`src/hdl/qtue_pkg.sv`:
```
// Shared constants, types and helper functions of the Q table update engine.
package qtue_pkg;

    // Table shape (STATE_COUNT and ACTION_COUNT must be powers of two)
    localparam int STATE_COUNT  = 256;
    localparam int ACTION_COUNT = 8;
    localparam int ROW_W        = $clog2(STATE_COUNT);
    localparam int ACT_W        = $clog2(ACTION_COUNT);
    localparam int CNT_W        = $clog2(ACTION_COUNT + 1);

    // Field widths
    localparam int Q_W      = 32;
    localparam int RATE_W   = 17;
    localparam int DRAW_W   = 16;
    localparam int LOSS_W   = 31;
    localparam int AIU_W    = 4;
    localparam int CFG_W    = 17;
    localparam int CFG_IDX_W = 2;
    localparam int SAT_W    = 36;

    localparam logic [RATE_W-1:0] RATE_ONE = RATE_W'(65536);

    typedef logic signed [Q_W-1:0] t_q;
    typedef t_q [ACTION_COUNT-1:0] t_row;

    typedef struct packed {
        t_q               value;
        logic [ACT_W-1:0] index;
    } t_row_max;

    typedef enum logic {
        CMD_UPDATE = 1'b0,
        CMD_SELECT = 1'b1
    } t_cmd;

    typedef enum logic [CFG_IDX_W-1:0] {
        CFG_LEARNING_RATE     = 2'd0,
        CFG_DISCOUNT          = 2'd1,
        CFG_EXPLOIT_THRESHOLD = 2'd2,
        CFG_ACTIONS_IN_USE    = 2'd3
    } t_cfg_index;

    typedef enum logic [2:0] {
        S_IDLE,
        S_FETCH,
        S_DMUL,
        S_TGT,
        S_LMUL,
        S_OUT
    } t_state;

    // Limit a Q1.16 rate to one
    function automatic logic [RATE_W-1:0] rate_clip(input logic [RATE_W-1:0] r);
        return (r > RATE_ONE) ? RATE_ONE : r;
    endfunction

    // Actions taking part: zero acts as one, too many acts as all
    function automatic logic [CNT_W-1:0] used_count(input logic [AIU_W-1:0] n);
        logic [CNT_W-1:0] res;
        if (n == '0) begin
            res = CNT_W'(1);
        end else if (32'(n) > ACTION_COUNT) begin
            res = CNT_W'(ACTION_COUNT);
        end else begin
            res = CNT_W'(n);
        end
        return res;
    endfunction

    // Saturate a wide signed value to Q16.16
    function automatic t_q sat_q(input logic signed [SAT_W-1:0] v);
        logic signed [SAT_W-1:0] hi;
        logic signed [SAT_W-1:0] lo;
        t_q                      res;
        hi = SAT_W'(2147483647);
        lo = -hi - SAT_W'(1);
        if (v > hi) begin
            res = t_q'(hi);
        end else if (v < lo) begin
            res = t_q'(lo);
        end else begin
            res = t_q'(v);
        end
        return res;
    endfunction

endpackage

```
`src/hdl/qtue_row_max.sv`:
```
// Registered-free comparison tree giving the first largest value of a table row.
module qtue_row_max (
    input  qtue_pkg::t_row                   i_row,
    input  logic [qtue_pkg::CNT_W-1:0]       i_used,
    output qtue_pkg::t_row_max               o_max
);
    import qtue_pkg::*;

    t_q               node_val [1:2*ACTION_COUNT-1];
    logic             node_ok  [1:2*ACTION_COUNT-1];
    logic [ACT_W-1:0] node_idx [1:2*ACTION_COUNT-1];

    // Fill leaves, then reduce pairwise; right side wins only when strictly larger
    always_comb begin
        for (int i = 0; i < ACTION_COUNT; i++) begin
            node_val[ACTION_COUNT+i] = i_row[i];
            node_ok[ACTION_COUNT+i]  = (CNT_W'(i) < i_used);
            node_idx[ACTION_COUNT+i] = ACT_W'(i);
        end
        for (int k = ACTION_COUNT - 1; k >= 1; k--) begin
            if (node_ok[2*k+1] && (!node_ok[2*k] || (node_val[2*k+1] > node_val[2*k]))) begin
                node_val[k] = node_val[2*k+1];
                node_idx[k] = node_idx[2*k+1];
            end else begin
                node_val[k] = node_val[2*k];
                node_idx[k] = node_idx[2*k];
            end
            node_ok[k] = node_ok[2*k] || node_ok[2*k+1];
        end
    end

    assign o_max.value = node_val[1];
    assign o_max.index = node_idx[1];

endmodule

```
`config.mk`:
```
export PLATFORM = sky130hd
export DESIGN_NAME = qtue_row_max
export DESIGN_NICKNAME = d
export VERILOG_FILES = /design/src/hdl/qtue_pkg.sv /design/src/hdl/qtue_row_max.sv
export SDC_FILE = /design/constraint.sdc
export NUM_CORES = 1
export LEC_CHECK = 0
export ABC_AREA = 1
export BUFFER_PORTS_ARGS = -buffer_cell sky130_fd_sc_hd__buf_2
export CORE_UTILIZATION = 49
export DETAILED_ROUTE_END_ITERATION = 8
export PLACE_DENSITY = 0.79
export SYNTH_ARGS = -nofsm -noshare
export SYNTH_HDL_FRONTEND = slang
export SYNTH_SLANG_ARGS = --single-unit
export TNS_END_PERCENT = 100
```
`constraint.sdc`:
```
create_clock -name vclk -period 6.37
set_input_delay 0.3185 -clock vclk [all_inputs]
set_output_delay 0.3185 -clock vclk [all_outputs]
set_load 0.01 [all_outputs]
```
==> run metrics, run 1 <==
critical path's most frequent cell nand2_1; Int Power around 1.4 mW; final core utilization between 60% and 70%; CP bufs+invs 9; WHS Path Cells 6; RSZ-0062 raised after global routing true; Startpoint Class input port; Sw Share a little under 60%; worst hold path class in2out; global route overflow 0; PwrDens around 260 nW/um^2; final max-slew violation count 0; die height about 140 um; clock share of power 0%; DR vias roughly 13,000; Syn Inst Count 1,711; synthesized area 9850 um^2; Core Area a little under 20,000 um^2; Worst setup EP type output pin; global-route wire length before repair between 50 and 60 mm; Layout Cells excl Fill between 2,000 and 2,500; Horiz. Die Dim 144 um; # diodes 0; initial antenna violation count 0; status finished, violations left; Slowest cell on crit path ha_4; CP Class in2out; NetSw 1.98 mW; final instance area approximately 13,000 um^2; Buffers on Ports about 300; Final setup viols 33; flip-flop and latch count 0; Max Fclk about 150 MHz; CP peak stage delay slightly below 300 ps; placed instance area between 10,000 and 15,000 um^2; Clock buffer cells 0; Synth Area in Compound Gates a little under 9%; cell count along the critical path 44; Final HPWL DP ~28 mm; fin worst setup slack -114 ps; Syn. warnings 0; min-delay src i_row[26]; final hold violations 0; share of post-route cells with drive strength above 1 about 30%; Final Critical Period 6480 ps; CTS Hold Buffers Added 0; Initial Util around 50%; Critical Path AT just over 6000 ps; Logic pwr share 100.0%; Initial DRC Count between 1,000 and 1,500; syn nets about 2,200; Simple-Gate Fraction of Synth Area 49.6%; register area 0 um^2; Reg power frac 0%; Site Rows about 50; drt first pass iters 5; mux contribution to synthesized area 0%; share of the yosys chip area belonging to registers 0%; number of global-route vias before repair ~11,000; static leakage around 7.7 nW; failing checks setup timing; IO Count 295; main combinational cell family by area after synthesis simple AND/OR/NAND/NOR gates; CP delay by family, top simple AND/OR/NAND/NOR gates; Routability Congestion 0.953; Worst Max-Slew Pin Slew between 500 and 600 ps; largest net degree at the start of global routing 35; Area Overhead vs Synth 35.4%; Placed Cells roughly 2,200; Final nets 2,506; worst vdd ir roughly 0.19 mV; post-synth cell types 38; max_slew headroom around 63%; post-synthesis xor/xnor area fraction 0%; max_cap viols 0; Vias per Instance around 5.5; routed length per placed instance 16.3 um; DRC 0; Post-DRT Antenna Nets 0; TNS Setup -1600 ps; Power, Total between 3 and 4 mW; period utilization 102%; Setup crit start i_row[223]; total track usage 30.2%; routed wire length 37.3 mm; worst endpoint required time approximately 6000 ps; Syn Area/Cell 5.76 um^2; DIE AREA 20,700 um^2; worst-path fanout max 9; Synth Area in Adders 28.5%
[cell usage in the layout (no fill, tap or decap), types with 4 or more instances in the layout]
| master | netlist | layout |
|---|---|---|
| nand2_4 | 2 | 6 |
| nor3_1 | 9 | 4 |
| o21ai_1 | 0 | 8 |
| inv_1 | 242 | 231 |
| nand2_8 | 1 | 7 |
| nand3b_1 | 64 | 64 |
| a21oi_2 | 1 | 23 |
| buf_4 | 14 | 30 |
| buf_12 | 0 | 15 |
| o21bai_1 | 6 | 6 |
| nand3_1 | 144 | 128 |
| and2_1 | 33 | 29 |
| nor2_2 | 5 | 15 |
| a21oi_1 | 104 | 82 |
| nand4_1 | 84 | 84 |
| inv_2 | 2 | 12 |
| nor2_1 | 57 | 45 |
| nor3b_2 | 4 | 4 |
| nand2_1 | 562 | 503 |
| buf_2 | 29 | 291 |
| nand3_2 | 4 | 18 |
| clkbuf_16 | 0 | 12 |
| ha_1 | 224 | 185 |
| nor2_4 | 2 | 4 |
| o21a_1 | 11 | 11 |
| buf_6 | 6 | 13 |
| nor3_2 | 0 | 5 |
| and2_4 | 0 | 4 |
| ha_4 | 0 | 39 |
| o21ai_0 | 28 | 18 |
| nand2_2 | 47 | 100 |
| nand3_4 | 1 | 5 |
[logic make-up (layout without fill, tap and decap cells)]
logic type	Yosys count	after routing
AOI/OAI and AO/OA	157	157
adders and majority gates	224	224
buffers and inverters	304	607
and+or+nand+nor	1026	1032
[cell usage after synthesis, types with 14 or more instances]
library cell / count / area [um^2]
a21oi_1: 104 / 521
and2_1: 33 / 206
buf_2: 29 / 145
buf_4: 14 / 105
ha_1: 224 / 2800
inv_1: 242 / 908
nand2_1: 562 / 2110
nand2_2: 47 / 294
nand3_1: 144 / 721
nand3b_1: 64 / 480
nand4_1: 84 / 526
nor2_1: 57 / 214
o21ai_0: 28 / 140
[metrics by stage]
stage	setup slack, ps	hold WS [ps]
finish	-114	1120
global route	-422	1200
CTS	119	1130
detailed placement	128	1130
global placement	249	1130
floorplan	1110	903
[path summary, 6_finish.rpt]
check	endpoint	slack, ps
min	o_max[29]	1120
max	o_max[21]	-110
[per-layer routing]
metal	global-route usage [%]	vias up	wire, um
met2	50.8	616	17200
met3	2.80	114	2690
met1	41.9	5646	15800
li1	-	6289	-
met5	0	-	0
met4	4.76	0	1550
[power groups by stage]
stage	Sequential [mW]	Clock, mW	Combinational (mW)
after floorplan	0	0	1.75
after global placement	0	0	2.54
after detailed placement	0	0	2.59
after CTS	0	0	2.60
after global routing	0	0	3.72
final	0	0	3.41
[what timing repair did]
| item | CTS | global route |
|---|---|---|
| resized for setup | 0 | 234 |
| setup buffers | 0 | 26 |
| endpoints found under the hold margin | 0 | 0 |
| endpoints found under the setup margin | 0 | 35 |
[layout make-up]
type | instances | area, um^2
Fill cell | 1742 | 6250
Multi-Input combinational cell | 1413 | 9630
Tap cell | 265 | 332
Timing Repair Buffer | 363 | 2460
Inverter | 244 | 918
No activity file was read; power rests on OpenSTA's default activity.
==> inputs of run 2 (changes only) <==
--- a/config.mk
+++ b/config.mk
@@ -5,11 +5,10 @@
 export SDC_FILE = /design/constraint.sdc
 export NUM_CORES = 1
 export LEC_CHECK = 0
-export ABC_AREA = 1
 export BUFFER_PORTS_ARGS = -buffer_cell sky130_fd_sc_hd__buf_2
 export CORE_UTILIZATION = 49
 export DETAILED_ROUTE_END_ITERATION = 8
-export PLACE_DENSITY = 0.79
+export PLACE_DENSITY = 0.81
 export SYNTH_ARGS = -nofsm -noshare
 export SYNTH_HDL_FRONTEND = slang
 export SYNTH_SLANG_ARGS = --single-unit
==> run 2 against run 1 <==
The flow still finishes with violations (setup timing). Area after synthesis is 14% lower. Count of clock-buffer cells in the layout unchanged. Core utilization increased by 23 points. Power decreased by 3.8%. Sequential share of layout area did not move. Critical path type unchanged. Hold slack better by 150 ps. Wire length increased by 21%. Via count shrank 2.9%. Combinational power decreased by 4%.
==> run metrics, run 2 <==
status finished, violations left; failing checks setup timing; top cell type's share of synthesized area 32.9%; IO Count 295; Post-DRT Antenna Nets 0; drt first pass iters 7; die height ~130 um; Slowest cell on crit path or4_4; routed length per placed instance roughly 23 um; Routability Congestion between 1 and 1.5; most common cell in the netlist ha_1; total track usage 35.6%; Startpoint Class input port; Int Power about 1.7 mW; worst vdd ir around 0.13 mV; max_slew headroom a little over half; Logic pwr share 100.0%; Simple-Gate Fraction of Synth Area roughly 14%; Final nets between 2,000 and 2,500; Vias per Instance 6.34; Final setup viols 35; synthesized area between 8000 and 9000 um^2; Critical Path AT about 8000 ps; DIE AREA approximately 18,000 um^2; PwrDens 215 nW/um^2; Syn Inst Count between 1,000 and 1,500; Syn Area/Cell between 7 and 8 um^2; Worst Max-Slew Pin Slew between 600 and 700 ps; top cells by area, synth ha_1 (33%), mux2i_1 (12%), mux2_2 (9.1%); main combinational cell family by area after synthesis adder cells; most frequent cells in the layout buf_4 (346), buf_2 (273), ha_1 (183); worst hold path class in2out; Worst setup EP type output pin; CP delay by family, top compound AO/OA/AOI/OAI gates; share of the yosys chip area belonging to registers 0%; worst endpoint required time ~6100 ps; critical path's most frequent cell buf_12; largest area contributor in the netlist ha_1; Buffers on Ports a little under 300; Clock buffer cells 0; Site Rows 47; fin worst setup slack -2030 ps; Syn. warnings 0; worst-path fanout max 8; clock share of power 0%; fillers approximately 700; period utilization 132%; final hold violations 0; RSZ-0062 raised after global routing true; number of global-route vias before repair 11,300; placed instance area approximately 13,000 um^2; CP bufs+invs 9; Multi-input gate area approximately 9300 um^2; most frequent cells after synthesis ha_1 (224), inv_1 (196), mux2i_1 (100); global-route wire length before repair 52.3 mm; mux contribution to synthesized area approximately a quarter; DRC 0; CP peak stage delay between 500 and 600 ps; register area 0 um^2; CTS Hold Buffers Added 0; initial antenna violation count 0; Synth Area in Compound Gates ~16%; Max Fclk around 120 MHz; # diodes 0; CP Class in2out; Synth Area in Adders 32.9%; Initial DRC Count 966; Horiz. Die Dim 134 um; final max-slew violation count 0; NetSw around 1.6 mW; global route overflow 0; Initial Util between 50% and 60%; syn nets ~1,600; Power, Total ~3.3 mW; final instance area between 15,000 and 20,000 um^2; DR vias 12,300; Reg power frac 0%; routed wire length ~45 mm; largest net degree at the start of global routing 22; static leakage between 7 and 8 nW; Sw Share around half; Core Area approximately 17,000 um^2; final core utilization between 90% and 100%; Final HPWL DP 29.0 mm; post-synthesis xor/xnor area fraction 0%; Final Critical Period 8400 ps; post-synth cell types 54; max_cap viols 0; flip-flop and latch count 0; Area Overhead vs Synth 78.4%; commonest non-fill, non-tap cell in the layout buf_4; share of post-route cells with drive strength above 1 approximately 56%
## run 2: cell types whose count changed in the layout (fill, tap and decap cells not counted), moves of 25 or more
cell,change
and2_1,-27
buf_4,+316
inv_1,-54
mux2_2,+59
mux2i_1,+71
mux2i_2,+28
mux2i_4,+31
nand2_1,-461
nand2_2,-100
nand2b_4,+25
nand3_1,-105
nand3b_1,-64
nand4_1,-36
o221ai_2,+25
## run 2: power by group through the flow
stage	clock [mW]	sequential (mW)	combinational, mW
5_1_grt	0	0	3.42
6_report	0	0	3.27
3_5_place_dp	0	0	2.47
4_1_cts	0	0	2.51
2_1_floorplan	0	0	1.46
3_3_place_gp	0	0	2.40
## run 2: cell families after synthesis
group	after synthesis
AOI/OAI and AO/OA	215
buffers and inverters	226
adders and majority gates	224
muxes	199
and+or+nand+nor	217
## run 2: repair_timing
item	in CTS	in global routing
gates resized for setup	24	195
pin swaps	5	29
endpoints found under the setup margin	35	35
cloned	0	11
buffers inserted	1	28
## run 2: stage by stage
stage / hold slack [ps] / cells / setup slack, ps / TNS [ps]
final: 1270 / 1940 / -2030 / -62260
after global routing: 1290 / 1940 / -2190 / -68380
after CTS: 1260 / 1903 / -1080 / -35770
after detailed placement: 1260 / 1902 / -1350 / -45290
after global placement: 1250 / 1902 / -1140 / -37780
after floorplan: 857 / 1081 / -361 / -11590
## run 2: worst paths after layout
kind | from | end | slack (ps) | cells after the start
hold / removal | i_row[216] | o_max[27] | 1270 | 6
setup / recovery | i_row[210] | o_max[21] | -2030 | 35
## run 2: metal layers
metal  share of wire, %  global-route usage (%)  up-vias
li1                   -                       -     5284
met1                 35                    41.0     5670
met2                 46                    66.7      971
met3                9.5                    4.31      373
met4                9.1                    13.2        0
met5                  0                       0        -
## run 2: area by class of cell
class                           count  share of cell area [%]
Tap cell                          220                    1.81
Multi-Input combinational cell    856                    61.5
Timing Repair Buffer              668                    31.7
Inverter                          196                    5.02
## run 2: tightest hold or removal path: stages
cell and delay [ps]:
buf_6 80, buf_4 100, mux2i_4 70, buf_4 150, o221ai_2 110, buf_2 120
